==> config.mk <==
export PLATFORM = sky130hd
export DESIGN_NAME = tbt_muldiv
export DESIGN_NICKNAME = d
export VERILOG_FILES = /design/src/rtl/tbt_pkg.sv /design/src/rtl/tbt_muldiv.sv
export SDC_FILE = /design/constraint.sdc
export NUM_CORES = 1
export LEC_CHECK = 0
export BUFFER_PORTS_ARGS = -buffer_cell sky130_fd_sc_hd__buf_2
export CAP_MARGIN = 20
export CORE_ASPECT_RATIO = 2
export CORE_MARGIN = 10
export CORE_UTILIZATION = 32
export DETAILED_ROUTE_END_ITERATION = 6
export HOLD_SLACK_MARGIN = 0.15
export SLEW_MARGIN = 20
export SYNTH_ARGS = -nofsm -noshare
export SYNTH_HDL_FRONTEND = slang
export SYNTH_SLANG_ARGS = --single-unit
export TNS_END_PERCENT = 100
==> constraint.sdc <==
create_clock -name clk -period 7.3 [get_ports clk]
set_input_delay 0.365 -clock clk [delete_from_list [all_inputs] [get_ports clk]]
set_output_delay 0.365 -clock clk [all_outputs]
set_load 0.01 [all_outputs]
==> src/rtl/tbt_pkg.sv <==
package tbt_pkg;

  localparam int CHANNELS_DEF = 16;
  localparam int CMD_Q_DEPTH  = 4;
  localparam int RES_Q_DEPTH  = 2;

  localparam int VAL_W   = 24;
  localparam int SMP_W   = 16;
  localparam int CH_W    = 4;
  localparam int THR_W   = 25;
  localparam int PADDR_W = 5;
  localparam int PDATA_W = 32;

  // shared multiply/divide unit: multiplier operand and dividend widths
  localparam int MD_A_W = 25;
  localparam int MD_N_W = 50;

  localparam logic [1:0] MODE_CAL   = 2'd0;
  localparam logic [1:0] MODE_TRACK = 2'd1;

  localparam logic [2:0] REG_CIU  = 3'd0;
  localparam logic [2:0] REG_SP   = 3'd1;
  localparam logic [2:0] REG_WP   = 3'd2;
  localparam logic [2:0] REG_FP   = 3'd3;
  localparam logic [2:0] REG_TF   = 3'd4;
  localparam logic [2:0] REG_TOFF = 3'd5;
  localparam logic [2:0] REG_CS   = 3'd6;

  localparam logic [4:0]  CIU_RST  = 5'd10;
  localparam logic [9:0]  SP_RST   = 10'd10;
  localparam logic [15:0] WP_RST   = 16'd2000;
  localparam logic [15:0] FP_RST   = 16'd10000;
  localparam logic [15:0] TF_RST   = 16'd768;
  localparam logic [23:0] TOFF_RST = 24'd2560;
  localparam logic [7:0]  CS_RST   = 8'd20;

  typedef enum logic [2:0] {
    OP_QUERY,
    OP_CAL,
    OP_STEADY,
    OP_WARM,
    OP_ERR
  } op_t;

  typedef enum logic {
    MD_MUL,
    MD_DIV
  } md_op_t;

  typedef struct packed {
    logic [4:0]  ciu;
    logic [9:0]  sp;
    logic [15:0] wp;
    logic [15:0] fp;
    logic [15:0] tf;
    logic [23:0] toff;
    logic [7:0]  cs;
  } cfg_t;

  typedef struct packed {
    op_t              op;
    logic [CH_W-1:0]  ch;
    logic [SMP_W-1:0] smp;
  } cmd_t;

  typedef struct packed {
    logic             touched;
    logic [THR_W-1:0] thr;
    logic [VAL_W-1:0] base;
    logic [VAL_W-1:0] dev;
    logic             status;
  } res_t;

  typedef struct packed {
    logic              start;
    md_op_t            op;
    logic [MD_N_W-1:0] a;
    logic [MD_A_W-1:0] b;
  } md_req_t;

endpackage

==> src/rtl/tbt_muldiv.sv <==
module tbt_muldiv (
  input  logic                        clk,
  input  logic                        rst_n,
  input  tbt_pkg::md_req_t            req,
  output logic                        done,
  output logic [tbt_pkg::MD_N_W-1:0]  res
);

  localparam int AW   = tbt_pkg::MD_A_W;
  localparam int NW   = tbt_pkg::MD_N_W;
  localparam int CNTW = $clog2(NW);

  tbt_pkg::md_op_t op_r;
  logic            busy_r;
  logic            done_r;
  logic [CNTW-1:0] cnt_r;
  logic [NW-1:0]   acc_r;
  logic [NW-1:0]   mcand_r;
  logic [AW-1:0]   mpl_r;
  logic [AW-1:0]   rem_r;
  logic [AW-1:0]   dvs_r;
  logic [AW:0]     rem_sh;
  logic            ge;
  logic [CNTW-1:0] last;

  assign rem_sh = {rem_r, acc_r[NW-1]};
  assign ge     = (rem_sh >= {1'b0, dvs_r});
  assign last   = (op_r == tbt_pkg::MD_MUL) ? CNTW'(AW - 1) : CNTW'(NW - 1);
  assign done   = done_r;
  assign res    = acc_r;

  // shift-add multiply, one multiplier bit a cycle; restoring divide, one
  // quotient bit a cycle
  always_ff @(posedge clk) begin
    if (!rst_n) begin
      busy_r <= 1'b0;
      done_r <= 1'b0;
    end else begin
      done_r <= 1'b0;
      if (req.start) begin
        busy_r <= 1'b1;
        op_r   <= req.op;
        cnt_r  <= '0;
        if (req.op == tbt_pkg::MD_MUL) begin
          acc_r   <= '0;
          mcand_r <= {{(NW-AW){1'b0}}, req.b};
          mpl_r   <= req.a[AW-1:0];
        end else begin
          acc_r <= req.a;
          rem_r <= '0;
          dvs_r <= req.b;
        end
      end else if (busy_r) begin
        if (op_r == tbt_pkg::MD_MUL) begin
          acc_r   <= acc_r + (mpl_r[0] ? mcand_r : '0);
          mcand_r <= mcand_r << 1;
          mpl_r   <= mpl_r >> 1;
        end else begin
          rem_r <= ge ? AW'(rem_sh - {1'b0, dvs_r}) : rem_sh[AW-1:0];
          acc_r <= {acc_r[NW-2:0], ge};
        end
        cnt_r <= cnt_r + 1'b1;
        if (cnt_r == last) begin
          busy_r <= 1'b0;
          done_r <= 1'b1;
        end
      end
    end
  end

endmodule

==> run summary <==
Status -> finished clean
Routed Antenna Nets -> 0
Slowest-stage cell, CP -> fa_1
Post-synthesis adder-cell area fraction -> 0.0786
Post-synthesis mux area share -> 0.0623
Core Box Area -> 38700 µm²
# IOs -> 130
Share of cells above drive strength 1 -> 0.202
Fin Setup TNS -> 0 ns
Area of the mapped netlist -> 12500 µm²
Critical Path RT -> 7.56 ns
Clock share of power -> 0.324
CP max stage delay -> 0.42 ns
RSZ-0062 raised after global routing -> false
First-pass DRT Iterations -> 5
Setup WS pre-CTS -> 3.50 ns
CP Class -> reg2reg
Clock buffer depth -> 2
Min Tclk post-route -> 3.76 ns
Root Driver -> clkbuf_16
Avg WL per Cell -> 20.3 µm
Crit path DAT -> 4.02 ns
Mapped Avg Cell Area -> 10.4 µm²
Die W -> 160 µm
HP Class -> in2reg
Grt ovf -> 0
Post-synthesis cell count -> 1196
Vias per inst -> 5.27
CP cell instances -> buf_4, and2_1, ha_1, fa_1, a21o_1, a221oi_2, o31ai_2, a211o_1, a21o_1, a21oi_1, o21bai_1, xnor2_1, a221oi_1
Power per standard cell area -> 203 nW/µm²
IR drop worst, VDD -> 0.151 mV
Top cell type's share of synthesized area -> 0.439
Final setup margin -> 3.54 ns
Initial Util -> 0.322
Total Routing Usage GR -> 0.155
Initial antenna violation count -> 1
Switch Pwr -> 0.918 mW
Int Pwr -> 2.00 mW
Final GP Congestion -> 0.920
TritonCTS Buffers -> 17
Die area -> 47700 µm²
Post-synth EDFFs -> 182
Placed cell count -> 1800
Synth warnings -> 0
Comb power frac -> 0.232
Die H -> 299 µm
DRC viols -> 0
Final setup viols -> 0
CTS resizes -> 0
Nets -> 1479
Ys flop type -> edfxtp_1
Via count -> 9787
CTS tree -> done
Vias in the first global route -> 10400
Ys async rst share -> 0
DP Wirelength -> 28900 µm
Fraction of the yosys area taken by sequential cells -> 0.442
XOR/XNOR Fraction of Synth Area -> 0.0492
PortBufs -> 129
Synth Register Bits -> 184
Setup crit end kind -> register
Startpoint Class -> register
Flop pwr share -> 0.443
Synth Area in Simple Gates -> 0.142
Final Hold Viols -> 0
Row cnt -> 102
Main combinational cell family by area after synthesis -> compound AO/OA/AOI/OAI gates
First-pass GRT wire length -> 57900 µm
Synth top area cells -> edfxtp_1 44%, ha_1 7.5%, mux2_2 4.3%
Worst slew pin tran -> 1.03 ns
Crit path top cell by count -> a21o_1
CTS H-tree depth -> 4
Layout area overhead -> 15.7%
Final worst path period share -> 0.515
Design Power -> 2.92 mW
Sw Share -> 0.314
Finished Core Util -> 0.373
Fmax -> 0.266 GHz
Most frequent cells in the layout -> 182 x edfxtp_1, 128 x buf_2, 99 x nor2_1
# diodes -> 0
Clk_skew -> 0.0151 ns
CTS Sinks -> 184
Synth unique cells -> 87
Max Cap Viol -> 0
Register clock-pin slew on the reported worst setup and hold paths -> 0.07 ns
Final Max Tran Viols -> 0
Largest net degree at the start of global routing -> 76
Commonest non-fill, non-tap cell in the layout -> edfxtp_1
FILL cells -> 3850
Fin cells -> 1856
Static Leak -> 5.67 nW
Compound-Gate Fraction of Synth Area -> 0.191
Yosys top cell by area -> edfxtp_1
Worst-Skew Late Latency -> 0.46 ns
Post-Route WL -> 37700 µm
CP Max Fanout -> 50
Starting DRT DRC Count -> 478
Post-synth net total -> 1352
Slew HR -> 0.317
## kinds of logic (layout without fill, tap and decap cells)
family	after synthesis	in the layout
xor gates and xnor gates	70	70
adders and majority gates	77	77
muxes	71	71
buffers and inverters	99	239
DFF	184	184
and+or+nand+nor	356	356
AOI/OAI and AO/OA	339	339
## routing by layer
metal / vias to the layer above / track usage / routed length, µm
met5: - / 0 / 13
met4: 2 / 0.0917 / 1850
met3: 90 / 0.0196 / 1200
met2: 246 / 0.301 / 21100
met1: 4746 / 0.152 / 13600
li1: 4703 / - / -
## worst paths after layout
kind         slack [ns]   endpoint     start  depth (start not counted)
max                3.54    res[36]  mpl_r[0]                         13
max reg2reg        3.54    res[36]  mpl_r[0]                         13
min                0.16  dvs_r[10]   req[10]                          1
min reg2reg        0.52       done    busy_r                          1
## synthesized netlist by cell type, types with 6 or more instances
master	instances
and3_1	7
edfxtp_1	182
o21bai_1	8
clkbuf_1	33
o211ai_1	6
nor3_1	12
ha_1	75
xnor2_1	43
a21oi_1	97
nand4_1	10
mux2_2	48
xor2_1	27
a211oi_2	10
mux2i_1	22
o21ai_1	6
inv_1	44
a22oi_1	13
o31ai_1	7
o21ai_0	66
nand2_1	84
buf_1	11
nor2_1	100
nor2b_1	34
o21a_1	9
and2_1	62
nand3_1	16
a21o_1	33
buf_6	6
a31oi_1	13
## metrics by stage
step / hold WS, ns / cell area [µm²]
3_5_place_dp: 0.519 / 13600
3_3_place_gp: 0.509 / 13600
6_report: 0.162 / 14400
4_1_cts: 0.155 / 14400
5_1_grt: 0.152 / 14400
2_1_floorplan: 0.464 / 12500
## flip-flops by register name, summed over array words and instances, names as in the netlist
name     count
rem_r       25
done         1
busy_r       1
mcand_r     50
op_r         1
dvs_r       25
cnt_r        6
mpl_r       25
res         50
## power groups by stage
stage / registers [mW] / logic, mW / clock network [mW]
5_1_grt: 1.30 / 0.746 / 1.00
4_1_cts: 1.29 / 0.682 / 0.961
3_5_place_dp: 1.32 / 0.667 / 0
3_3_place_gp: 1.32 / 0.661 / 0
2_1_floorplan: 1.31 / 0.472 / 0
6_report: 1.29 / 0.679 / 0.947
## worst max-delay path: cells and delay by family (launching register included)
kind | cells | cell delay [ns]
AOI/OAI and AO/OA | 8 | 1.95
adders and majority gates | 2 | 0.65
DFF | 1 | 0.36
buffers and inverters | 1 | 0.26
and+or+nand+nor | 1 | 0.21
xor gates and xnor gates | 1 | 0.14
## what timing repair did
item                                    in CTS  in global routing
buffers inserted                             0                  0
endpoints found under the hold margin       24                  0
hold buffers                                24                  0
endpoints found under the setup margin       0                  0
## final cells by class
class,count,area (µm²),area share
multi-input cells,913,6530,0.453
flip-flops and latches,184,5510,0.382
repair buffers,163,967,0.0671
well taps,520,651,0.0452
clock buffers,17,425,0.0295
inverters,44,165,0.0115
clock inverters,15,161,0.0112
Note: power is estimated with default switching activity, not from simulation.
