==> src/rtl/tbt_pkg.sv <==
package tbt_pkg;

  localparam int CHANNELS_DEF = 16;
  localparam int CMD_Q_DEPTH  = 4;
  localparam int RES_Q_DEPTH  = 2;

  localparam int VAL_W   = 24;
  localparam int SMP_W   = 16;
  localparam int CH_W    = 4;
  localparam int THR_W   = 25;
  localparam int PADDR_W = 5;
  localparam int PDATA_W = 32;

  // shared multiply/divide unit: multiplier operand and dividend widths
  localparam int MD_A_W = 25;
  localparam int MD_N_W = 50;

  localparam logic [1:0] MODE_CAL   = 2'd0;
  localparam logic [1:0] MODE_TRACK = 2'd1;

  localparam logic [2:0] REG_CIU  = 3'd0;
  localparam logic [2:0] REG_SP   = 3'd1;
  localparam logic [2:0] REG_WP   = 3'd2;
  localparam logic [2:0] REG_FP   = 3'd3;
  localparam logic [2:0] REG_TF   = 3'd4;
  localparam logic [2:0] REG_TOFF = 3'd5;
  localparam logic [2:0] REG_CS   = 3'd6;

  localparam logic [4:0]  CIU_RST  = 5'd10;
  localparam logic [9:0]  SP_RST   = 10'd10;
  localparam logic [15:0] WP_RST   = 16'd2000;
  localparam logic [15:0] FP_RST   = 16'd10000;
  localparam logic [15:0] TF_RST   = 16'd768;
  localparam logic [23:0] TOFF_RST = 24'd2560;
  localparam logic [7:0]  CS_RST   = 8'd20;

  typedef enum logic [2:0] {
    OP_QUERY,
    OP_CAL,
    OP_STEADY,
    OP_WARM,
    OP_ERR
  } op_t;

  typedef enum logic {
    MD_MUL,
    MD_DIV
  } md_op_t;

  typedef struct packed {
    logic [4:0]  ciu;
    logic [9:0]  sp;
    logic [15:0] wp;
    logic [15:0] fp;
    logic [15:0] tf;
    logic [23:0] toff;
    logic [7:0]  cs;
  } cfg_t;

  typedef struct packed {
    op_t              op;
    logic [CH_W-1:0]  ch;
    logic [SMP_W-1:0] smp;
  } cmd_t;

  typedef struct packed {
    logic             touched;
    logic [THR_W-1:0] thr;
    logic [VAL_W-1:0] base;
    logic [VAL_W-1:0] dev;
    logic             status;
  } res_t;

  typedef struct packed {
    logic              start;
    md_op_t            op;
    logic [MD_N_W-1:0] a;
    logic [MD_A_W-1:0] b;
  } md_req_t;

endpackage

==> src/rtl/tbt_fifo.sv <==
module tbt_fifo #(
  parameter int DEPTH = tbt_pkg::CMD_Q_DEPTH,
  parameter int WIDTH = 8
) (
  input  logic             clk,
  input  logic             rst_n,
  input  logic             push,
  input  logic [WIDTH-1:0] din,
  output logic             full,
  input  logic             pop,
  output logic [WIDTH-1:0] dout,
  output logic             empty
);

  localparam int AW = $clog2(DEPTH);
  localparam int CW = $clog2(DEPTH + 1);

  logic [WIDTH-1:0] mem_r [DEPTH];
  logic [AW-1:0]    wr_r;
  logic [AW-1:0]    rd_r;
  logic [CW-1:0]    cnt_r;
  logic             do_push;
  logic             do_pop;

  assign full    = (cnt_r == CW'(DEPTH));
  assign empty   = (cnt_r == '0);
  assign do_push = push && !full;
  assign do_pop  = pop && !empty;
  assign dout    = mem_r[rd_r];

  always_ff @(posedge clk) begin
    if (do_push) begin
      mem_r[wr_r] <= din;
    end
  end

  always_ff @(posedge clk) begin
    if (!rst_n) begin
      wr_r  <= '0;
      rd_r  <= '0;
      cnt_r <= '0;
    end else begin
      if (do_push) begin
        wr_r <= wr_r + 1'b1;
      end
      if (do_pop) begin
        rd_r <= rd_r + 1'b1;
      end
      if (do_push && !do_pop) begin
        cnt_r <= cnt_r + 1'b1;
      end else if (do_pop && !do_push) begin
        cnt_r <= cnt_r - 1'b1;
      end
    end
  end

endmodule

==> config.mk <==
export PLATFORM = sky130hd
export DESIGN_NAME = tbt_fifo
export DESIGN_NICKNAME = d
export VERILOG_FILES = /design/src/rtl/tbt_pkg.sv /design/src/rtl/tbt_fifo.sv
export SDC_FILE = /design/constraint.sdc
export NUM_CORES = 1
export LEC_CHECK = 0
export BUFFER_PORTS_ARGS = -buffer_cell sky130_fd_sc_hd__buf_2
export CAP_MARGIN = 40
export CELL_PAD_IN_SITES_DETAIL_PLACEMENT = 0
export CELL_PAD_IN_SITES_GLOBAL_PLACEMENT = 1
export CORE_MARGIN = 8
export CORE_UTILIZATION = 43
export CTS_BUF_LIST = sky130_fd_sc_hd__clkbuf_16
export DETAILED_ROUTE_END_ITERATION = 8
export GPL_TIMING_DRIVEN = 1
export PLACE_DENSITY = 0.8
export SYNTH_ARGS = -nofsm -noshare
export SYNTH_HDL_FRONTEND = slang
export SYNTH_SLANG_ARGS = --single-unit
==> constraint.sdc <==
create_clock -name clk -period 1.8 [get_ports clk]
set_input_delay 0 -clock clk [delete_from_list [all_inputs] [get_ports clk]]
set_output_delay 0 -clock clk [all_outputs]
set_load 0.005 [all_outputs]
==> results of run 1 <==
==> worst max-delay path: cells and delay by family (launching register included) <==
family                   cells  cell delay, ns
AND/OR/NAND/NOR              3            0.66
adder cells (fa/ha/maj)      2            0.49
buffers and inverters        1            0.05
flip-flops                   1            0.34
AO/OA/AOI/OAI                1            0.12
XOR/XNOR                     1            0.15
==> kinds of logic (layout without fill, tap and decap cells) <==
family	count (synthesis)	after routing	synth area share, %
adder cells (fa/ha/maj)	6	6	5.04
XOR/XNOR	4	4	2.14
multiplexers	11	11	12.8
AO/OA/AOI/OAI	4	4	2.06
flip-flops	41	41	69.6
AND/OR/NAND/NOR	17	17	6.18
buffers and inverters	7	53	2.14
==> layer usage <==
metal / part of all wire [%] / vias up / track usage, %
met3: 5.9 / 7 / 4.84
li1: - / 429 / -
met2: 52 / 20 / 17.4
met4: 2.7 / 0 / 6.23
met1: 40 / 434 / 10.8
met5: 0 / - / 0
==> worst paths after layout <==
path | startpoint | to | slack (ns) | cells past startpoint
setup / recovery | cnt_r[2]$_SDFFE_PN0P_ | cnt_r[2]$_SDFFE_PN0P_ | -0.08 | 8
hold / removal | rst_n | cnt_r[1]$_SDFFE_PN0P_ | 0.06 | 2
setup reg to reg | cnt_r[2]$_SDFFE_PN0P_ | cnt_r[2]$_SDFFE_PN0P_ | -0.08 | 8
hold reg to reg | wr_r[0]$_SDFFE_PN0P_ | wr_r[0]$_SDFFE_PN0P_ | 0.50 | 2
==> layout make-up <==
class                           count  share of cell area (%)
Sequential cell                    41                    53.2
Multi-Input combinational cell     42                    22.7
Timing Repair Buffer               42                    13.1
Clock buffer                        5                    5.81
Tap cell                           48                    2.79
Clock inverter                      3                    1.80
Inverter                            3                   0.523
==> stage by stage <==
stage / utilization [%] / TNS [ns]
6_report: 58.8 / -0.0820
5_1_grt: 58.8 / -0.195
4_1_cts: 58.8 / -0.0830
3_5_place_dp: 51.8 / -0.128
3_3_place_gp: 51.8 / -0.0676
2_1_floorplan: - / -0.0610
==> cells in the mapped netlist <==
library cell / instances
o31ai_2: 1
clkbuf_1: 1
inv_1: 3
dfxtp_1: 9
o311ai_1: 1
xnor2_1: 3
buf_6: 1
or3_1: 1
nor3b_2: 1
nor3_1: 1
edfxtp_1: 32
mux2i_1: 3
fa_1: 1
nand2_1: 4
buf_2: 1
nor2b_1: 2
buf_1: 1
o21ai_0: 1
a21boi_1: 1
mux4_2: 8
ha_1: 5
and2_1: 8
xor2_1: 1
==> flip-flops by register name, summed over array words and instances, names as in the netlist, named ones only <==
| signal | flops |
|---|---|
| cnt_r | 3 |
| rd_r | 2 |
| mem_r | 32 |
| wr_r | 2 |
==> power breakdown <==
group          internal [mW]  switching, mW
sequential              1.17         0.0856
combinational          0.476          0.331
clock                  0.645          0.320
total                   2.29          0.736
==> timing repair <==
action / 4_1_cts / 5_1_grt
cloned: 0 / 0
hold endpoints to repair: 32 / 0
setup endpoints to repair: 1 / 1
gates resized for setup: 2 / 0
pin swaps: 0 / 0
hold buffers: 8 / 0
==> flow_metrics.env, run 1 <==
export IMPL_status="finished, violations left"
export IMPL_violations="negative setup slack"
export IMPL_design_area_um2=2150
export IMPL_placed_cells=168
export IMPL_setup_viol=1
export IMPL_cp_start_kind="flop"
export IMPL_postSynthAreaPerCell_um2=18.2
export IMPL_cp_data_required_time_ns=2.01
export IMPL_core_area_um2=3660
export IMPL_rsz0062_at_grt="yes"
export IMPL_slew_headroom_pct=74.9
export IMPL_ys_seq_area_share_pct=69.6
export IMPL_rows=22
export IMPL_tightest_slew_ns=0.375
export IMPL_clock_latency_ns=0.28
export IMPL_drc=0
export IMPL_p_leak_nw=0.814
export IMPL_via_per_inst=4.84
export IMPL_firstDrtPassIters=4
export IMPL_cts_tree="built"
export IMPL_worstPathArrival_ns=2.09
export IMPL_cpMaxStageDelayCell="dfxtp_2"
export IMPL_wl_um=2750
export IMPL_cap_violations=0
export IMPL_die_w_um=77.7
export IMPL_synth_distinct_cells=23
export IMPL_h_tree_depth=2
export IMPL_num_fill_cells=286
export IMPL_setup_ws_ns=-0.0820
export IMPL_yosys_top_cells_area="edfxtp_1 59%, dfxtp_1 11%, mux4_2 11%"
export IMPL_grt_pass1_wl_um=4780
export IMPL_synth_net_count=108
export IMPL_period_needed_ns=1.88
export IMPL_wl_per_cell_um=14.9
export IMPL_final_nets=153
export IMPL_drtIter0Drc=31
export IMPL_worst_hold_path_type="primary input to flop"
export IMPL_grt_usage_pct=10.5
export IMPL_first_global_vias=963
export IMPL_slew_viol_final=0
export IMPL_io_buffers=21
export IMPL_skew_ns=0.00387
export IMPL_yosysWarnings=0
export IMPL_fmax_mhz=531
export IMPL_routabilityCongestion=0.732
export IMPL_synth_area_um2=1640
export IMPL_synth_seq_cells=41
export IMPL_yosysTopAreaCellShare_pct=58.6
export IMPL_dp_slack_ns=-0.128
export IMPL_grt_max_degree=14
export IMPL_finalCritPeriodShare_pct=105
export IMPL_placed_area_um2=1900
export IMPL_hold_violations=0
export IMPL_ir_drop_mv=0.770
export IMPL_cts_root_buf="clkbuf_16"
export IMPL_regArea_um2=1140
export IMPL_dieArea_um2=6040
export IMPL_whs_ns=0.0597
export IMPL_syn_instance_count=90
export IMPL_critical_path_endpoint_type="flop"
export IMPL_clockBufferDepth=2
export IMPL_power_mw=3.03
export IMPL_worst_path_largest_cell_delay_ns=0.34
export IMPL_power_density_nw_per_um2=1410
export IMPL_synthToLayoutAreaGrowth_pct=31.3
export IMPL_diodes=0
export IMPL_die_h_um=77.7
export IMPL_initial_core_util_pct=44.8
export IMPL_multi_input_area_um2=489
export IMPL_clkTransAtPathRegs_ns=0.05
export IMPL_yosysTopAreaCell="edfxtp_1"
export IMPL_io_pins=22
export IMPL_instances_no_fill=184
export IMPL_mostFrequentLayoutCell="edfxtp_1"
export IMPL_grt_overflow_total=0
export IMPL_ant_nets=0
export IMPL_antenna_found_initial=0
export IMPL_cts_sinks=41
export IMPL_cts_buffers=5
export IMPL_critical_path_class="flop to flop"
export IMPL_mostFrequentLayoutCells="32 x edfxtp_1, 21 x buf_2, 13 x buf_4"
export IMPL_post_route_cells_drive_above_1_share_pct=41.9
export IMPL_place_hpwl_um=1980
export IMPL_vias=890
export IMPL_cts_setup_buffers=0
export IMPL_crit_fanout=4
export IMPL_worstPathCellList="nor3b_2, nor2b_2, ha_4, inv_1, fa_2, xor2_1, or3_1, a21boi_1"
No activity file was read; power rests on OpenSTA's default activity.
==> run 2: changes to the inputs <==
--- a/config.mk
+++ b/config.mk
@@ -13,6 +13,7 @@
 export CORE_UTILIZATION = 43
 export CTS_BUF_LIST = sky130_fd_sc_hd__clkbuf_16
 export DETAILED_ROUTE_END_ITERATION = 8
+export GPL_ROUTABILITY_DRIVEN = 1
 export GPL_TIMING_DRIVEN = 1
 export PLACE_DENSITY = 0.8
 export SYNTH_ARGS = -nofsm -noshare
==> constraint.sdc (replaced) <==
create_clock -name clk -period 1.8 [get_ports clk]
set_input_delay 0 -clock clk [delete_from_list [all_inputs] [get_ports clk]]
set_output_delay 0 -clock clk [all_outputs]
set_load 0.01 [all_outputs]
==> run 2 against run 1 <==
Compared with the run above:
- sequential power hardly changed
- die area stayed put
- cell count is 0.54% higher
- clock power is 0.5% lower
- clock skew is 0.0010 ns higher
- power is 2.3% higher
- wire length is 0.76% lower
- combinational power is 9.0% higher
- global-route usage is 0.81 points lower
- first-iteration DRC count is 65% higher
- flip-flop and latch count stayed put
- the run still ends with negative setup slack left
- largest cell class unchanged
==> flow_metrics.env, run 2 (synthesis results as in run 1) <==
export IMPL_status="finished, violations left"
export IMPL_violations="negative setup slack"
export IMPL_vias=906
export IMPL_tns_ns=-0.0445
export IMPL_regMostFlops="mem_r"
export IMPL_grt_pass1_wl_um=4600
export IMPL_skew_ns=0.00487
export IMPL_num_fill_cells=279
export IMPL_diodes=0
export IMPL_slew_viol_final=0
export IMPL_whs_ns=0.0517
export IMPL_setup_ws_ns=-0.0445
export IMPL_clkTransAtPathRegs_ns=0.05
export IMPL_tightest_slew_ns=0.404
export IMPL_grt_overflow_total=0
export IMPL_hold_violations=0
export IMPL_worstPathArrival_ns=2.05
export IMPL_top_regs="mem_r x32, cnt_r x3"
export IMPL_cts_sinks=41
export IMPL_setup_viol=1
export IMPL_core_area_um2=3660
export IMPL_final_nets=154
export IMPL_fmax_mhz=542
export IMPL_via_per_inst=4.90
export IMPL_antenna_found_initial=0
export IMPL_power_mw=3.10
export IMPL_post_route_cells_drive_above_1_share_pct=43.1
export IMPL_first_global_vias=952
export IMPL_grt_usage_pct=9.73
export IMPL_placed_area_um2=1920
export IMPL_cp_data_required_time_ns=2.01
export IMPL_cts_root_buf="clkbuf_16"
export IMPL_placed_cells=169
export IMPL_post_route_util_pct=59.3
export IMPL_worst_hold_path_type="primary input to flop"
export IMPL_drtIter0Drc=51
export IMPL_mostFrequentLayoutCell="edfxtp_1"
export IMPL_synthToLayoutAreaGrowth_pct=32.4
export IMPL_cts_buffers=5
export IMPL_critical_path_endpoint_type="flop"
export IMPL_hold_depth=2
export IMPL_firstDrtPassIters=4
export IMPL_largest_register_ffs=32
export IMPL_io_pins=22
export IMPL_cts_setup_buffers=0
export IMPL_cts_tree="built"
export IMPL_period_needed_ns=1.84
export IMPL_ant_nets=0
export IMPL_dieArea_um2=6040
export IMPL_cp_start_kind="flop"
export IMPL_clock_latency_ns=0.27
export IMPL_clockBufferDepth=2
export IMPL_rows=22
export IMPL_slew_headroom_pct=73.0
export IMPL_grt_max_degree=14
export IMPL_mostFrequentLayoutCells="32 x edfxtp_1, 21 x buf_2, 13 x buf_4"
export IMPL_routabilityCongestion=0.714
export IMPL_wl_per_cell_um=14.7
export IMPL_critical_path_class="flop to flop"
export IMPL_ir_drop_mv=0.982
export IMPL_rsz0062_at_grt="yes"
export IMPL_die_w_um=77.7
export IMPL_finalCritPeriodShare_pct=102
export IMPL_power_density_nw_per_um2=1430
export IMPL_die_h_um=77.7
export IMPL_p_leak_nw=0.819
export IMPL_instances_no_fill=185
export IMPL_drc=0
export IMPL_design_area_um2=2170
export IMPL_place_hpwl_um=1950
export IMPL_io_buffers=21
export IMPL_wl_um=2730
export IMPL_h_tree_depth=2
export IMPL_cap_violations=0
export IMPL_initial_core_util_pct=44.8
export IMPL_dp_slack_ns=-0.118
export IMPL_crit_fanout=3
export IMPL_rr_worst_depth=8
run 2: path summary, 6_finish.rpt:
kind,to,start,slack (ns)
worst min register to register,wr_r[0]$_SDFFE_PN0P_,wr_r[0]$_SDFFE_PN0P_,0.50
worst min-delay path,cnt_r[2]$_SDFFE_PN0P_,rst_n,0.05
worst max register to register,cnt_r[2]$_SDFFE_PN0P_,cnt_r[2]$_SDFFE_PN0P_,-0.04
worst max-delay path,cnt_r[2]$_SDFFE_PN0P_,cnt_r[2]$_SDFFE_PN0P_,-0.04
run 2: layout make-up:
type	count	area, um^2	area share (%)
Timing Repair Buffer	43	294	13.6
Clock inverter	3	38.8	1.79
Clock buffer	5	125	5.77
Inverter	3	11.3	0.519
Sequential cell	41	1140	52.8
Tap cell	48	60.1	2.77
Multi-Input combinational cell	42	495	22.8
run 2: what timing repair did:
| item | CTS | global route |
|---|---|---|
| gates cloned | 0 | 0 |
| hold buffers | 8 | 0 |
| gates resized for setup | 3 | 0 |
| setup endpoints to repair | 1 | 1 |
| hold endpoints to repair | 32 | 0 |
run 2: report_power, final:
group | internal (mW) | total, mW | switching (mW)
Combinational | 0.496 | 0.880 | 0.384
Sequential | 1.17 | 1.26 | 0.0879
Clock | 0.645 | 0.960 | 0.315
run 2: worst max-delay path, cell delays in order, from the launching register on:
cell	delay (ns)
dfxtp_2	0.32
buf_6	0.12
o31ai_4	0.23
ha_4	0.18
inv_2	0.03
fa_2	0.33
xor2_1	0.15
or3_1	0.30
a21boi_1	0.11
run 2: routing by layer:
| layer | vias up | wire length (um) | global-route usage [%] |
|---|---|---|---|
| li1 | 430 | - | - |
| met1 | 449 | 1070 | 10.1 |
| met2 | 20 | 1440 | 16.9 |
| met3 | 7 | 169 | 4.15 |
| met4 | 0 | 50 | 3.96 |
| met5 | - | 0 | 0 |
==> run 3: changes to the inputs <==
--- a/config.mk
+++ b/config.mk
@@ -15,7 +15,7 @@
 export DETAILED_ROUTE_END_ITERATION = 8
 export GPL_ROUTABILITY_DRIVEN = 1
 export GPL_TIMING_DRIVEN = 1
-export PLACE_DENSITY = 0.8
+export PLACE_DENSITY_LB_ADDON = 0.1
 export SYNTH_ARGS = -nofsm -noshare
 export SYNTH_HDL_FRONTEND = slang
 export SYNTH_SLANG_ARGS = --single-unit
==> run 3 against run 2 <==
Compared with the run above:
- the flow still finishes with violations (negative setup slack)
- combinational power grew 1%
- sequential power is essentially flat
- core utilization grew 0.51 points
- register-to-register slack lost 0.04 ns
- clock skew shrank 0.00099 ns
- sequential share of layout area shrank 0.45 points
- setup slack lost 0.043 ns
- cell count shrank 1.6%
- clock power shrank 0.9%
- worst hold slack lost 0.0015 ns
- flip-flop and latch count is the same
- critical endpoint unchanged
- global-route usage shrank 0.19 points
- largest cell class unchanged
==> flow_metrics.env, run 3 (synthesis results as in run 1) <==
export IMPL_power_mw=3.10
export IMPL_cp_data_required_time_ns=1.99
export IMPL_grt_usage_pct=9.54
export IMPL_hold_violations=0
export IMPL_first_global_vias=960
export IMPL_post_route_cells_drive_above_1_share_pct=42.5
export IMPL_regMostFlops="mem_r"
export IMPL_synthToLayoutAreaGrowth_pct=33.5
export IMPL_top_regs="mem_r x32, cnt_r x3"
export IMPL_via_per_inst=4.78
export IMPL_crit_fanout=5
export IMPL_status="finished, violations left"
export IMPL_slew_headroom_pct=74.0
export IMPL_clock_latency_ns=0.27
export IMPL_drc=0
export IMPL_vias=870
export IMPL_cts_root_buf="clkbuf_16"
export IMPL_instances_no_fill=182
export IMPL_period_needed_ns=1.89
export IMPL_largest_register_ffs=32
export IMPL_slew_viol_final=0
export IMPL_mostFrequentLayoutCells="32 x edfxtp_1, 21 x buf_2"
export IMPL_worst_path_largest_cell_delay_ns=0.32
export IMPL_cp_num_cells=8
export IMPL_p_leak_nw=0.813
export IMPL_cts_sinks=41
export IMPL_grt_max_degree=13
export IMPL_skew_ns=0.00387
export IMPL_worstPathArrival_ns=2.08
export IMPL_io_pins=22
export IMPL_rr_worst_depth=8
export IMPL_cpMaxStageDelayCell="dfxtp_2"
export IMPL_cap_violations=0
export IMPL_worstReg2RegStart="cnt_r[2]$_SDFFE_PN0P_"
export IMPL_wl_um=2640
export IMPL_r2r_slack_ns=-0.09
export IMPL_hold_start="rst_n"
export IMPL_violations="negative setup slack"
export IMPL_finalCritPeriodShare_pct=105
export IMPL_post_route_util_pct=59.8
export IMPL_ir_drop_mv=0.825
export IMPL_io_buffers=21
export IMPL_rsz0062_at_grt="yes"
export IMPL_hold_depth=3
export IMPL_tightest_slew_ns=0.390
export IMPL_core_area_um2=3660
export IMPL_die_w_um=77.7
export IMPL_path_delay_family="adder cells"
export IMPL_fmax_mhz=530
export IMPL_rows=22
export IMPL_worst_hold_path_type="primary input to flop"
export IMPL_worstPathCellList="buf_6, o31ai_4, ha_4, inv_2, fa_2, xor2_1, or3_1, a21boi_1"
export IMPL_design_area_um2=2190
export IMPL_h_tree_depth=2
export IMPL_antenna_found_initial=0
export IMPL_place_hpwl_um=1850
export IMPL_firstDrtPassIters=3
export IMPL_clkTransAtPathRegs_ns=0.05
export IMPL_critPathBufInv=2
export IMPL_min_to="wr_r[1]$_SDFFE_PN0P_"
export IMPL_cp_start_kind="flop"
export IMPL_critical_path_class="flop to flop"
export IMPL_power_density_nw_per_um2=1410
export IMPL_wl_per_cell_um=14.5
export IMPL_diodes=0
export IMPL_drtIter0Drc=50
export IMPL_setup_viol=1
export IMPL_placed_cells=167
export IMPL_routabilityCongestion=0.682
export IMPL_mostFrequentLayoutCell="edfxtp_1"
export IMPL_die_h_um=77.7
export IMPL_cts_buffers=5
export IMPL_clockBufferDepth=2
export IMPL_final_nets=152
export IMPL_setup_ws_ns=-0.0874
export IMPL_cts_tree="built"
export IMPL_grt_pass1_wl_um=4410
export IMPL_initial_core_util_pct=44.8
export IMPL_critical_path_endpoint_type="flop"
export IMPL_grt_overflow_total=0
export IMPL_dieArea_um2=6040
export IMPL_ant_nets=0
export IMPL_cts_setup_buffers=0
export IMPL_placed_area_um2=1940
export IMPL_worstReg2RegEnd="cnt_r[2]$_SDFFE_PN0P_"
export IMPL_tns_ns=-0.0874
-- run 3: where the power goes --
| part | total (mW) | switching (mW) | internal [mW] |
|---|---|---|---|
| sequential | 1.25 | 0.0821 | 1.17 |
| combinational | 0.892 | 0.388 | 0.504 |
| clock | 0.951 | 0.309 | 0.642 |
-- run 3: worst max path at each step --
stage / start / end / slack [ns]
5_1_grt: cnt_r[2]$_SDFFE_PN0P_ / cnt_r[2]$_SDFFE_PN0P_ / -0.18
6_report: cnt_r[2]$_SDFFE_PN0P_ / cnt_r[2]$_SDFFE_PN0P_ / -0.09
3_5_place_dp: cnt_r[2]$_SDFFE_PN0P_ / cnt_r[2]$_SDFFE_PN0P_ / -0.13
2_1_floorplan: cnt_r[2]$_SDFFE_PN0P_ / cnt_r[2]$_SDFFE_PN0P_ / -0.07
4_1_cts: cnt_r[2]$_SDFFE_PN0P_ / cnt_r[2]$_SDFFE_PN0P_ / -0.09
3_3_place_gp: cnt_r[2]$_SDFFE_PN0P_ / cnt_r[2]$_SDFFE_PN0P_ / -0.07
-- run 3: final cells by class --
cell class              instances  area (um^2)
flip-flops and latches         41         1140
clock inverters                 2         35.0
well taps                      48         60.1
inverters                       3         11.3
repair buffers                 41          317
fillers                       296         1470
clock buffers                   5          125
multi-input cells              42          495
-- run 3: repair_timing --
item | 4_1_cts | 5_1_grt
resized for setup | 3 | 0
endpoints found under the setup margin | 1 | 1
hold buffers | 8 | 0
hold endpoints to repair | 32 | 0
-- run 3: per-layer routing --
metal  up-vias  track usage, %  share of wire (%)  wire length, um
met5         -               0                  0                0
met4         0            4.53                1.6               41
met3         7            3.92                5.9              156
met2        19            16.7                 52             1360
met1       418            9.62                 41             1080
li1        426               -                  -                -
-- run 3: through the flow --
stage | hold slack, ns | setup WS [ns]
6_report | 0.0502 | -0.0874
5_1_grt | 0.0746 | -0.181
4_1_cts | 0.0540 | -0.0927
3_5_place_dp | 0.219 | -0.128
3_3_place_gp | 0.211 | -0.0662
2_1_floorplan | 0.0989 | -0.0742
-- run 3: worst min-delay path, stage by stage --
cell,delay (ns)
buf_2,0.15
nand2_1,0.07
mux2i_1,0.05
