[src/rtl/tbt_pkg.sv]
package tbt_pkg;

  localparam int CHANNELS_DEF = 16;
  localparam int CMD_Q_DEPTH  = 4;
  localparam int RES_Q_DEPTH  = 2;

  localparam int VAL_W   = 24;
  localparam int SMP_W   = 16;
  localparam int CH_W    = 4;
  localparam int THR_W   = 25;
  localparam int PADDR_W = 5;
  localparam int PDATA_W = 32;

  // shared multiply/divide unit: multiplier operand and dividend widths
  localparam int MD_A_W = 25;
  localparam int MD_N_W = 50;

  localparam logic [1:0] MODE_CAL   = 2'd0;
  localparam logic [1:0] MODE_TRACK = 2'd1;

  localparam logic [2:0] REG_CIU  = 3'd0;
  localparam logic [2:0] REG_SP   = 3'd1;
  localparam logic [2:0] REG_WP   = 3'd2;
  localparam logic [2:0] REG_FP   = 3'd3;
  localparam logic [2:0] REG_TF   = 3'd4;
  localparam logic [2:0] REG_TOFF = 3'd5;
  localparam logic [2:0] REG_CS   = 3'd6;

  localparam logic [4:0]  CIU_RST  = 5'd10;
  localparam logic [9:0]  SP_RST   = 10'd10;
  localparam logic [15:0] WP_RST   = 16'd2000;
  localparam logic [15:0] FP_RST   = 16'd10000;
  localparam logic [15:0] TF_RST   = 16'd768;
  localparam logic [23:0] TOFF_RST = 24'd2560;
  localparam logic [7:0]  CS_RST   = 8'd20;

  typedef enum logic [2:0] {
    OP_QUERY,
    OP_CAL,
    OP_STEADY,
    OP_WARM,
    OP_ERR
  } op_t;

  typedef enum logic {
    MD_MUL,
    MD_DIV
  } md_op_t;

  typedef struct packed {
    logic [4:0]  ciu;
    logic [9:0]  sp;
    logic [15:0] wp;
    logic [15:0] fp;
    logic [15:0] tf;
    logic [23:0] toff;
    logic [7:0]  cs;
  } cfg_t;

  typedef struct packed {
    op_t              op;
    logic [CH_W-1:0]  ch;
    logic [SMP_W-1:0] smp;
  } cmd_t;

  typedef struct packed {
    logic             touched;
    logic [THR_W-1:0] thr;
    logic [VAL_W-1:0] base;
    logic [VAL_W-1:0] dev;
    logic             status;
  } res_t;

  typedef struct packed {
    logic              start;
    md_op_t            op;
    logic [MD_N_W-1:0] a;
    logic [MD_A_W-1:0] b;
  } md_req_t;

endpackage

[src/rtl/tbt_front.sv]
module tbt_front #(
  parameter int CHANNELS = tbt_pkg::CHANNELS_DEF
) (
  input  logic                         clk,
  input  logic                         rst_n,
  input  logic                         psel,
  input  logic                         penable,
  input  logic                         pwrite,
  input  logic [tbt_pkg::PADDR_W-1:0]  paddr,
  input  logic [tbt_pkg::PDATA_W-1:0]  pwdata,
  output logic [tbt_pkg::PDATA_W-1:0]  prdata,
  output logic                         pready,
  input  logic [1:0]                   in_mode,
  input  logic [tbt_pkg::CH_W-1:0]     in_channel,
  input  logic [tbt_pkg::SMP_W-1:0]    in_sample,
  input  logic [31:0]                  in_elapsed_ms,
  output tbt_pkg::cmd_t                cmd,
  output tbt_pkg::cfg_t                cfg
);

  tbt_pkg::cfg_t cfg_r;
  logic [2:0]    reg_idx;
  logic          in_use;

  assign pready  = 1'b1;
  assign reg_idx = paddr[tbt_pkg::PADDR_W-1:2];
  assign cfg     = cfg_r;

  always_ff @(posedge clk) begin
    if (!rst_n) begin
      cfg_r <= '{ciu: tbt_pkg::CIU_RST, sp: tbt_pkg::SP_RST, wp: tbt_pkg::WP_RST,
                 fp: tbt_pkg::FP_RST, tf: tbt_pkg::TF_RST, toff: tbt_pkg::TOFF_RST,
                 cs: tbt_pkg::CS_RST};
    end else if (psel && penable && pwrite) begin
      unique case (reg_idx)
        tbt_pkg::REG_CIU:  cfg_r.ciu  <= pwdata[4:0];
        tbt_pkg::REG_SP:   cfg_r.sp   <= pwdata[9:0];
        tbt_pkg::REG_WP:   cfg_r.wp   <= pwdata[15:0];
        tbt_pkg::REG_FP:   cfg_r.fp   <= pwdata[15:0];
        tbt_pkg::REG_TF:   cfg_r.tf   <= pwdata[15:0];
        tbt_pkg::REG_TOFF: cfg_r.toff <= pwdata[23:0];
        tbt_pkg::REG_CS:   cfg_r.cs   <= pwdata[7:0];
        default: ;
      endcase
    end
  end

  always_comb begin
    unique case (reg_idx)
      tbt_pkg::REG_CIU:  prdata = {27'b0, cfg_r.ciu};
      tbt_pkg::REG_SP:   prdata = {22'b0, cfg_r.sp};
      tbt_pkg::REG_WP:   prdata = {16'b0, cfg_r.wp};
      tbt_pkg::REG_FP:   prdata = {16'b0, cfg_r.fp};
      tbt_pkg::REG_TF:   prdata = {16'b0, cfg_r.tf};
      tbt_pkg::REG_TOFF: prdata = {8'b0, cfg_r.toff};
      tbt_pkg::REG_CS:   prdata = {24'b0, cfg_r.cs};
      default:           prdata = '0;
    endcase
  end

  // classify: channel check and warm-up decision happen here
  assign in_use = ({1'b0, in_channel} < cfg_r.ciu) && (int'(in_channel) < CHANNELS);

  always_comb begin
    cmd.ch  = in_channel;
    cmd.smp = in_sample;
    unique case (in_mode)
      tbt_pkg::MODE_CAL:   cmd.op = tbt_pkg::OP_CAL;
      tbt_pkg::MODE_TRACK: cmd.op = (in_elapsed_ms < {16'b0, cfg_r.wp}) ?
                                    tbt_pkg::OP_WARM : tbt_pkg::OP_STEADY;
      default:             cmd.op = tbt_pkg::OP_QUERY;
    endcase
    if (!in_use) begin
      cmd.op = tbt_pkg::OP_ERR;
    end
  end

endmodule

[config.mk]
export PLATFORM = sky130hd
export DESIGN_NAME = tbt_front
export DESIGN_NICKNAME = d
export VERILOG_FILES = /design/src/rtl/tbt_pkg.sv /design/src/rtl/tbt_front.sv
export SDC_FILE = /design/constraint.sdc
export NUM_CORES = 1
export LEC_CHECK = 0
export CORE_MARGIN = 2
export CORE_UTILIZATION = 30
export DETAILED_ROUTE_END_ITERATION = 10
export DONT_BUFFER_PORTS = 1
export GPL_TIMING_DRIVEN = 0
export PLACE_DENSITY = 0.47
export SLEW_MARGIN = 20
export SYNTH_ARGS = -nofsm -noshare
export SYNTH_HDL_FRONTEND = slang
export SYNTH_SLANG_ARGS = --single-unit
[constraint.sdc]
create_clock -name clk -period 3.7 [get_ports clk]
set_input_delay 0.37 -clock clk [delete_from_list [all_inputs] [get_ports clk]]
set_output_delay 0.37 -clock clk [all_outputs]
set_load 0.02 [all_outputs]
==> results of run 1 <==
Yosys cell counts (3+ instances only):
| master | number |
|---|---|
| sky130_fd_sc_hd__nand2_1 | 157 |
| sky130_fd_sc_hd__dfxtp_1 | 95 |
| sky130_fd_sc_hd__a21boi_1 | 39 |
| sky130_fd_sc_hd__buf_4 | 30 |
| sky130_fd_sc_hd__mux2i_1 | 29 |
| sky130_fd_sc_hd__inv_1 | 22 |
| sky130_fd_sc_hd__a21boi_0 | 21 |
| sky130_fd_sc_hd__buf_2 | 20 |
| sky130_fd_sc_hd__nand3_1 | 20 |
| sky130_fd_sc_hd__nor2b_1 | 20 |
| sky130_fd_sc_hd__a21oi_1 | 18 |
| sky130_fd_sc_hd__ha_1 | 18 |
| sky130_fd_sc_hd__clkbuf_1 | 17 |
| sky130_fd_sc_hd__and3_1 | 14 |
| sky130_fd_sc_hd__a22oi_1 | 11 |
| sky130_fd_sc_hd__a221oi_1 | 10 |
| sky130_fd_sc_hd__o21ai_0 | 9 |
| sky130_fd_sc_hd__nor2_1 | 7 |
| sky130_fd_sc_hd__o211ai_1 | 6 |
| sky130_fd_sc_hd__a21o_1 | 5 |
| sky130_fd_sc_hd__mux2_2 | 5 |
| sky130_fd_sc_hd__and2_1 | 4 |
| sky130_fd_sc_hd__nand4_1 | 3 |
| sky130_fd_sc_hd__nor3_1 | 3 |
worst paths after layout:
check / startpoint / end / slack, ns / depth (start not counted)
max: cfg[71] / cmd[20] / 0.50 / 7
min: pwdata[9] / cfg[57] / 0.15 / 2
max reg2reg: cfg[71] / cfg[71] / 2.71 / 2
min reg2reg: cfg[26] / cfg[26] / 0.57 / 2
kinds of logic (layout without fill, tap and decap cells):
logic type / Yosys count / in the layout / share of synthesized area, %
and+or+nand+nor: 236 / 236 / 21.13
AOI/OAI and AO/OA: 130 / 130 / 18.73
DFF: 95 / 95 / 38.10
buffers and inverters: 90 / 106 / 9.526
muxes: 36 / 36 / 7.846
adders and majority gates: 18 / 18 / 4.512
other: 2 / 9 / 0.1505
cell type report:
| type | count | area share, % |
|---|---|---|
| multi-input combinational | 429 | 47.04 |
| tap | 220 | 4.904 |
| buffer | 68 | 7.000 |
| clock inverter | 7 | 1.694 |
| inverter | 22 | 1.471 |
| clock buffer | 9 | 4.012 |
| sequential | 95 | 33.88 |
per-layer routing:
layer / vias up / global-route usage (%) / part of all wire (%)
li1: 2079 / - / -
met1: 2087 / 26.54 / 43
met2: 236 / 32.76 / 45
met3: 24 / 6.782 / 9.5
met4: 0 / 6.093 / 2.2
met5: - / 0 / 0
per-stage QoR:
stage | power (uW) | hold slack, ns | util [%]
4_1_cts | 2298 | 0.1427 | 34.21
2_1_floorplan | 1240 | 0.4940 | -
6_report | 2282 | 0.1469 | 34.21
5_1_grt | 2360 | 0.1410 | 34.21
3_3_place_gp | 1291 | 0.4968 | 32.26
3_5_place_dp | 1294 | 0.5013 | 32.26
power groups by stage:
stage / registers, uW / clock network (uW) / logic [uW]
2_1_floorplan: 1070 / 0 / 170
5_1_grt: 1050 / 1070 / 234
4_1_cts: 1050 / 1030 / 219
3_3_place_gp: 1080 / 0 / 215
3_5_place_dp: 1080 / 0 / 218
6_report: 1050 / 1010 / 219
==> out/summary.txt, run 1 <==
Fraction of layout instances using a drive strength above 1: 11.90%
Crit Path Category: flop to primary output
VDD IR-drop max: 0.0002223 V
Vias in the first global route: 4244
Max Slew Vio Count: 0
Number of placed instances, taps included: 834
Total Routed Length: 18720 um
First-pass detailed-route iteration total: 5
Post-route clock period utilization: 86.62%
Congestion Overflow GR: 0
Post-placement cell area: 5293 sq um
Sink Count: 95
Violation count after the first detailed-route iteration: 258
Maximum frequency from static timing analysis: 312.0 MHz
Top cell type's share of synthesized area: 38.10%
Area contributors post-synth: sky130_fd_sc_hd__dfxtp_1 38%, sky130_fd_sc_hd__nand2_1 12%, sky130_fd_sc_hd__a21boi_1 5.9%
Number of maximum-capacitance constraint violations: 0
Worst-path cell with the longest stage delay: sky130_fd_sc_hd__or4_1
Max-slew headroom at the worst pin: 50.59%
Cell area after synthesis: 4991 sq um
Filler cells: 1727
ANT cells: 0
RD Place Congestion: 0.8616
Power spent charging and discharging nets: 579.4 uW
Switching fraction of total power: 25.40%
Final #Nets: 739
Register bit count reported by yosys: 95
Count of unique library cells instantiated by Yosys: 42
Count of input and output buffers: 0
Setup repair after global routing missed its margin: false
Clock tree from TritonCTS: built
Final worst slack: 0.4952 ns
Largest net degree at the start of global routing: 17
Final-report hold violation count: 0
Synth area leader: sky130_fd_sc_hd__dfxtp_1
Clock slew seen by the registers of the worst setup and hold paths: 0.07 ns
Crit-path leading delay family: compound AO/OA/AOI/OAI gates
Commonest cells after routing, fill and taps aside: 157 x sky130_fd_sc_hd__nand2_1, 95 x sky130_fd_sc_hd__dfxtp_1, 39 x sky130_fd_sc_hd__a21boi_1
Combinational fraction of design power: 9.6%
Post-detailed-placement half-perimeter wirelength: 14420 um
Final std cells w/o fill: 850
Path class of the lowest-slack min-delay path: primary input to flop
Worst slack, placed: 0.8201 ns
Post-CTS Setup Repair Bufs: 0
Placement row count: 47
Clock latency of the later-clocked register in the worst-skew pair: 0.34 ns
Commonest non-fill, non-tap cell in the layout: sky130_fd_sc_hd__nand2_1
Kind of capture point of the worst setup path: primary output
Global-route wire length before repair: 27050 um
Clock buffer count from CTS: 9
Worst path required time: 3.33 ns
Overall routing resource usage: 20.57%
Post-layout instance area: 5613 sq um
Area overhead of the layout relative to synthesis: 12.46%
Number of vias after detailed routing: 4426
Async SR Flop Fraction: 0%
Cell internal power dissipation: 1702 uW
Arrival time at the worst endpoint: 2.83 ns
Number of top-level design ports: 247
Max incr delay on CP: 0.56 ns
CP Launch Type: flop
Count of hold-fix buffers inserted at cts: 0
DRC violation count after routing: 0
Antenna violations before repair: 0
Area of the multi-input gates: 2640 sq um
Number of cells upsized or downsized after cts: 0
Post-DR vias/cell: 5.207
Sequential cell area: 1902 sq um
Largest fanout on the critical path: 3
Drt wl/cell: 22.02 um
Leakage dissipation: 0.002166 uW
Syn avg cell area: 8.222 sq um
Largest register FFs: 95
Sequential-to-total area share from yosys stat: 38.10%
Clock share of power: 44.3%
Die area: 17690 sq um
Antenna-violating nets left: 0
Clock period minus final worst setup slack: 3.205 ns
Number of synthesized flops with an enable pin: 0
Cells after synthesis: 607
Sequential group share of total power: 46.1%
Die Y: 133.0 um
H-tree depth: 3
Cell chain of the critical path: inv_1 > ha_1 > a41o_1 > a21oi_1 > nor3_1 > or4_1 > a221oi_2
Run status: completed
Final setup viols: 0
Total power per unit cell area: 406.5 nW/um^2
Width of the die: 133.0 um
Synth Warn #: 0
Floorplan Core Area: 16410 sq um
Starting Density: 30.42%
Sum of negative setup slack: 0 ns
Bufs and invs on worst path: 1
Clock Skews: 0 ns
Clk root buf: sky130_fd_sc_hd__clkbuf_16
Most used flip-flop cell after synthesis: sky130_fd_sc_hd__dfxtp_1
Tightest Pin Transition: 0.7335 ns
Number of buffers between clock root and the deepest sink: 2
No activity file was read; power rests on OpenSTA's default activity.
==> run 2, diff against run 1 <==
- ABC_AREA: unset -> 1
- CORE_MARGIN: 2 -> unset
==> run 2 against run 1 <==
  * Clock power is 7% lower
  * Clock skew stayed put
  * Synthesized cell count is 6.3% higher
  * Setup slack better by 0.38 ns
  * Worst hold slack better by 0.00070 ns
  * Total power is 3.8% lower
  * First-iteration DRC count is 1.9% lower
  * Core utilization is 0.72 points higher
  * Clock-buffer cell count is 3 higher
  * Critical path depth is 1 higher
  * Sequential power hardly changed
  * Die area is 10% lower
  * Largest power group unchanged
==> out/summary.txt, run 2 <==
Run status: completed
Post-DR vias/cell: 5.245 (+0.73%)
Commonest cells after routing, fill and taps aside: 145 x sky130_fd_sc_hd__nor2_1, 101 x sky130_fd_sc_hd__nand2_1, 95 x sky130_fd_sc_hd__dfxtp_1
Path class of the lowest-slack min-delay path: primary input to flop
Final-report hold violation count: 0 (unchanged)
Post-detailed-placement half-perimeter wirelength: 13440 um (-6.8%)
Number of buffers between clock root and the deepest sink: 2 (unchanged)
DRC violation count after routing: 0 (unchanged)
Syn avg cell area: 7.148 sq um (-13%)
Area contributors post-synth: sky130_fd_sc_hd__dfxtp_1 41%, sky130_fd_sc_hd__nor2_1 12%, sky130_fd_sc_hd__o21ai_0 8.7%
Clock buffer count from CTS: 9 (unchanged)
Clock Skews: 0 ns (unchanged)
Synth Warn #: 0 (unchanged)
Sink Count: 95 (unchanged)
Final Hold Slack: 0.1476 ns (+0.0007010 ns)
Global-route wire length before repair: 25470 um (-5.8%)
Commonest non-fill, non-tap cell in the layout: sky130_fd_sc_hd__nor2_1
Vias in the first global route: 4104 (-3.3%)
Switching fraction of total power: 25.06% (-0.34 points)
Clock slew seen by the registers of the worst setup and hold paths: 0.07 ns (about the same)
Area overhead of the layout relative to synthesis: 11.78%
Most used flip-flop cell after synthesis: sky130_fd_sc_hd__dfxtp_1
Largest fanout on the critical path: 3 (unchanged)
Post-CTS Setup Repair Bufs: 0 (unchanged)
Cells after synthesis: 645 (+6.3%)
Fraction of layout instances using a drive strength above 1: 10.53% (-1.4 points)
Largest net degree at the start of global routing: 14 (-3)
Commonest cells in the netlist: 145 x sky130_fd_sc_hd__nor2_1, 101 x sky130_fd_sc_hd__nand2_1, 95 x sky130_fd_sc_hd__dfxtp_1
Clock tree from TritonCTS: built
Count of unique library cells instantiated by Yosys: 27 (-36%)
Sequential group share of total power: 48.6% (+2.5 points)
Number of maximum-capacitance constraint violations: 0 (unchanged)
Width of the die: 126.0 um (-5.3%)
Post-route clock period utilization: 76.24% (-10 points)
Arrival time at the worst endpoint: 2.45 ns (-0.38 ns)
CP Launch Type: flop
Clock share of power: 42.9% (-1.4 points)
Count of input and output buffers: 0 (unchanged)
Number of cells upsized or downsized after cts: 0 (unchanged)
Number of vias after detailed routing: 4453 (+0.61%)
Count of hold-fix buffers inserted at cts: 0 (unchanged)
Total power per unit cell area: 425.9 nW/um^2 (+4.8%)
Sequential-to-total area share from yosys stat: 41.25% (+3.1 points)
Clock period minus final worst setup slack: 2.821 ns (-0.3837 ns)
ANT cells: 0 (unchanged)
Max Slew Vio Count: 0 (unchanged)
Register bit count reported by yosys: 95 (unchanged)
Tightest Pin Transition: 0.7230 ns (-0.01051 ns)
Setup repair after global routing missed its margin: false
Antenna-violating nets left: 0 (unchanged)
VDD IR-drop max: 0.0002504 V (+13%)
H-tree depth: 3 (unchanged)
Top cell type's share of synthesized area: 41.25% (+3.1 points)
Synth area leader: sky130_fd_sc_hd__dfxtp_1
Cell internal power dissipation: 1645 uW (-3.4%)
Dominant cell by count in the synthesized netlist: sky130_fd_sc_hd__nor2_1
Leakage dissipation: 0.002311 uW (+6.7%)
Cell area after synthesis: 4611 sq um (-7.6%)
Antenna violations before repair: 0 (unchanged)
Maximum frequency from static timing analysis: 354.5 MHz (+14%)
Largest register FFs: 95 (unchanged)
Number of synthesized flops with an enable pin: 0 (unchanged)
Placement row count: 44 (-6.4%)
Power spent charging and discharging nets: 549.9 uW (-5.1%)
Total Routed Length: 17250 um (-7.8%)
Combinational fraction of design power: 8.6% (-1.0 points)
Hold Path Origin: pwdata[1]
Async SR Flop Fraction: 0% (unchanged)
Final worst slack: 0.8790 ns (+0.3837 ns)
First-pass detailed-route iteration total: 5 (unchanged)
Violation count after the first detailed-route iteration: 253 (-1.9%)
Sum of negative setup slack: 0 ns (unchanged)
Crit Path Category: flop to primary output
Floorplan Core Area: 14750 sq um (-10%)
Max-slew headroom at the worst pin: 51.80% (+1.2 points)
Die Y: 126.0 um (-5.3%)
Clk root buf: sky130_fd_sc_hd__clkbuf_16
Starting Density: 31.25% (+0.83 points)
Worst path required time: 3.33 ns (about the same)
Worst slack, placed: 1.237 ns (+0.4165 ns)
Final setup viols: 0 (unchanged)
Die area: 15870 sq um (-10%)
Number of top-level design ports: 247 (unchanged)
Kind of capture point of the worst setup path: primary output
Drt wl/cell: 20.32 um (-7.7%)
Congestion Overflow GR: 0 (unchanged)
Beginning of the worst register-to-register path: cfg[68]
Overall routing resource usage: 21.45% (+0.88 points)
Clock latency of the later-clocked register in the worst-skew pair: 0.34 ns (about the same)
Crit path from: cfg[93]
Final #Nets: 777 (+5.1%)
RD Place Congestion: 0.8742 (+1.5%)
[run 2: changes by cell type after synthesis, sizes merged, moves of 8 or more]
cell and change:
nor2 +142, o21ai +70, a21boi -60, nand2 -56, inv +31, mux2i -29, nor2b -20, and3 -14
a21oi +13, a22oi -8, nand4 +8
[run 2: through the flow]
stage               utilization [%]  instances  cell area (sq um)  total power (uW)
finish                        34.93        849               5154              2195
global route                  34.93        849               5154              2273
CTS                           34.93        849               5154              2213
detailed placement            32.99        836               4867              1278
global placement              32.99        836               4867              1275
floorplan                         -        652               4637              1232
[run 2: final timing paths]
path,to,cells after the start,slack [ns]
setup reg to reg,cfg[68],2,2.79
hold reg to reg,cfg[24],2,0.58
hold / removal,cfg[81],2,0.15
setup / recovery,cmd[20],8,0.88
[run 2: layout make-up]
type	count	area, sq um
fill	1588	9600
multi-input combinational	449	2200
sequential	95	1902
buffer	54	332.8
clock buffer	12	256.5
tap	184	230.2
inverter	54	202.7
clock inverter	1	30.03
[run 2: power groups by stage]
| stage | Sequential (uW) | Clock, uW | Combinational (uW) |
|---|---|---|---|
| floorplan | 1080 | 0 | 148 |
| global placement | 1090 | 0 | 186 |
| detailed placement | 1090 | 0 | 188 |
| CTS | 1070 | 958 | 189 |
| global route | 1070 | 1000 | 206 |
| finish | 1070 | 941 | 188 |
[run 2: logic make-up after synthesis]
family	count (synthesis)	synth area share [%]
fa+ha+maj	18	4.885
flops	95	41.25
other cells	2	0.1629
compound gates	137	16.69
simple gates	285	25.40
buf+inv	108	11.61
[run 2: critical path: stages (launching register included)]
cell,delay [ns]
sky130_fd_sc_hd__dfxtp_1,0.50
sky130_fd_sc_hd__inv_1,0.11
sky130_fd_sc_hd__ha_1,0.28
sky130_fd_sc_hd__nand2_1,0.09
sky130_fd_sc_hd__nor2_1,0.04
sky130_fd_sc_hd__o21ai_0,0.07
sky130_fd_sc_hd__o211ai_1,0.26
sky130_fd_sc_hd__or2_2,0.36
sky130_fd_sc_hd__a21oi_1,0.37
[run 2: layer usage]
layer | GRT usage, % | vias to the layer above | share of wire (%)
met5 | 0 | - | 0
met4 | 8.221 | 0 | 2.3
met3 | 6.075 | 29 | 8.5
met2 | 34.84 | 235 | 46
met1 | 26.89 | 2061 | 43
li1 | - | 2128 | -
==> run 3, diff against run 2 <==
- ABC_AREA: 1 -> 0
- clock period: 3.7 -> 2.9 ns (I/O delays scaled with it)
==> run 3 against run 2 <==
  * Largest cell class unchanged
  * Combinational power increased by 49%
  * Critical path depth decreased by 2
  * Cell count decreased by 0.35%
  * Global-route usage decreased by 0.065 points
  * Sequential share of layout area decreased by 2.8 points
==> out/summary.txt, run 3 (same netlist as run 1, synthesis figures left out) <==
Clock latency of the later-clocked register in the worst-skew pair: 0.34 ns (about the same)
Clock tree from TritonCTS: built
Final-report hold violation count: 0 (unchanged)
Overall routing resource usage: 21.39% (-0.065 points)
Commonest cells after routing, fill and taps aside: 157 x sky130_fd_sc_hd__nand2_1, 88 x sky130_fd_sc_hd__dfxtp_1, 39 x sky130_fd_sc_hd__a21boi_1
Commonest non-fill, non-tap cell in the layout: sky130_fd_sc_hd__nand2_1
Clk root buf: sky130_fd_sc_hd__clkbuf_16
Final #Nets: 739 (-4.9%)
Antenna-violating nets left: 0 (unchanged)
Width of the die: 131.0 um (+4.0%)
Hold Path Sink: cfg[79]
Die Y: 131.0 um (+4.0%)
Antenna violations before repair: 0 (unchanged)
Count of input and output buffers: 0 (unchanged)
Number of maximum-capacitance constraint violations: 0 (unchanged)
Violation count after the first detailed-route iteration: 183 (-28%)
ANT cells: 0 (unchanged)
Sink Count: 95 (unchanged)
Number of cells on the worst hold path: 2 (unchanged)
Number of buffers between clock root and the deepest sink: 2 (unchanged)
Leakage dissipation: 0.002156 uW (-6.7%)
Max Slew Vio Count: 0 (unchanged)
Path class of the lowest-slack min-delay path: primary input to flop
Worst path required time: 2.61 ns (-0.72 ns)
Maximum frequency from static timing analysis: 357.6 MHz
H-tree depth: 3 (unchanged)
Max-slew headroom at the worst pin: 47.89% (-3.9 points)
Clock Skews: 0 ns (unchanged)
Final setup viols: 0 (unchanged)
Run status: completed
Vias in the first global route: 4186 (+2.0%)
Sequential group share of total power: 47.8% (-0.8 points)
Clock buffer count from CTS: 9 (unchanged)
Die area: 17160 sq um (+8.1%)
Depth of the most critical reg-to-reg path: 2 (unchanged)
VDD IR-drop max: 0.0002668 V (+6.5%)
Fraction of layout instances using a drive strength above 1: 13.33% (+2.8 points)
Clock slew seen by the registers of the worst setup and hold paths: 0.07 ns (about the same)
First-pass detailed-route iteration total: 5 (unchanged)
Area overhead of the layout relative to synthesis: 12.66%
Beginning of the worst register-to-register path: cfg[72]
Hold Path Origin: pwdata[15]
Congestion Overflow GR: 0 (unchanged)
Post-detailed-placement half-perimeter wirelength: 14280 um (+6.3%)
Total power per unit cell area: 498.3 nW/um^2 (+17%)
Global-route wire length before repair: 26220 um (+2.9%)
Largest net degree at the start of global routing: 17 (+3)
CP Launch Type: flop
Cell internal power dissipation: 2049 uW (+25%)
Number of top-level design ports: 247 (unchanged)
RD Place Congestion: 0.8317 (-4.9%)
Number of vias after detailed routing: 4445 (-0.18%)
Crit Path Category: flop to primary output
Setup repair after global routing missed its margin: false
Filler cells: 1654 (+4.2%)
Largest fanout on the critical path: 4 (+1)
Post-route clock period utilization: 96.42%
Post-DR vias/cell: 5.254 (+0.17%)
Clock period minus final worst setup slack: 2.796 ns
Arrival time at the worst endpoint: 2.51 ns (+0.06 ns)
Tightest Pin Transition: 0.7735 ns (+0.05058 ns)
Switching fraction of total power: 26.88% (+1.8 points)
Floorplan Core Area: 16060 sq um (+8.8%)
Total Routed Length: 18540 um (+7.5%)
Kind of capture point of the worst setup path: primary output
Drt wl/cell: 21.92 um (+7.8%)
Power spent charging and discharging nets: 753.1 uW (+37%)
Worst setup slack for register-to-register paths: 1.98 ns (-0.81 ns)
Count of hold-fix buffers inserted at cts: 0 (unchanged)
Combinational fraction of design power: 10.0% (+1.4 points)
Sum of negative setup slack: 0 ns (unchanged)
Post-CTS Setup Repair Bufs: 0 (unchanged)
DRC violation count after routing: 0 (unchanged)
Final Hold Slack: 0.06215 ns (-0.08545 ns)
Largest register FFs: 95 (unchanged)
Starting Density: 31.08% (-0.17 points)
Clock share of power: 42.2% (-0.7 points)
Placement row count: 46 (+4.5%)
Reg2Reg Capture Point: cfg[72]
==> run 3: cell types whose count changed in the layout (fill, tap and decap cells not counted), sizes merged, moves of 14 or more <==
| cell | before | now |
|---|---|---|
| and3 | 0 | 14 |
| nor2b | 0 | 20 |
| o21ai | 80 | 10 |
| nor2 | 149 | 7 |
| a21boi | 0 | 60 |
| mux2i | 0 | 29 |
| nand2 | 101 | 157 |
| inv | 53 | 23 |
==> run 3: per-stage QoR <==
step / utilization (%) / worst slack [ns] / power (uW) / std cells / cell area, sq um
floorplan: - / 0.4820 / 1583 / 614 / 5017
global placement: 32.93 / 0.2033 / 1645 / 830 / 5288
detailed placement: 32.93 / 0.1454 / 1649 / 830 / 5288
CTS: 34.92 / 0.03742 / 2805 / 846 / 5608
global route: 35.02 / 0.01311 / 2877 / 846 / 5623
finish: 35.02 / 0.1037 / 2802 / 846 / 5623
==> run 3: area by class of cell <==
cell class / instances / area, sq um / area share, %
clock inverter: 5 / 41.29 / 0.7343
sequential: 95 / 1916 / 34.07
inverter: 22 / 82.58 / 1.469
multi-input combinational: 429 / 2668 / 47.44
tap: 216 / 270.3 / 4.806
buffer: 68 / 392.9 / 6.987
clock buffer: 11 / 252.7 / 4.495
==> run 3: power by group through the flow <==
| stage | combinational (uW) | clock (uW) | sequential, uW |
|---|---|---|---|
| 6_report | 280 | 1180 | 1340 |
| 2_1_floorplan | 217 | 0 | 1370 |
| 5_1_grt | 303 | 1230 | 1340 |
| 3_5_place_dp | 277 | 0 | 1370 |
| 3_3_place_gp | 273 | 0 | 1370 |
| 4_1_cts | 279 | 1180 | 1340 |
==> run 3: worst max path at each step <==
| stage | start | endpoint | depth (start not counted) |
|---|---|---|---|
| 5_1_grt | cfg[77] | cmd[20] | 6 |
| 3_5_place_dp | cfg[71] | cmd[20] | 7 |
| 3_3_place_gp | cfg[71] | cmd[20] | 7 |
| 2_1_floorplan | cfg[71] | cmd[20] | 7 |
| 4_1_cts | cfg[79] | cmd[20] | 6 |
| 6_report | cfg[79] | cmd[20] | 6 |
==> run 3: repair_timing <==
action,CTS,global route
pin swaps,1,1
setup endpoints to repair,1,1
cloned,0,0
gates resized for setup,10,2
==> run 3: per-layer routing <==
layer | up-vias | track usage (%) | share of wire (%)
met4 | 0 | 8.046 | 1.8
met3 | 24 | 5.171 | 8.7
met5 | - | 0 | 0
li1 | 2070 | - | -
met1 | 2122 | 27.30 | 43
met2 | 229 | 34.83 | 47
==> run 3: worst max-delay path, cell delays in order, from the launching register on <==
cell and delay [ns]:
sky130_fd_sc_hd__dfxtp_2 0.43, sky130_fd_sc_hd__inv_1 0.07, sky130_fd_sc_hd__ha_1 0.31, sky130_fd_sc_hd__a211oi_1 0.25, sky130_fd_sc_hd__o2111ai_1 0.17, sky130_fd_sc_hd__or4_4 0.54, sky130_fd_sc_hd__a221oi_4 0.37
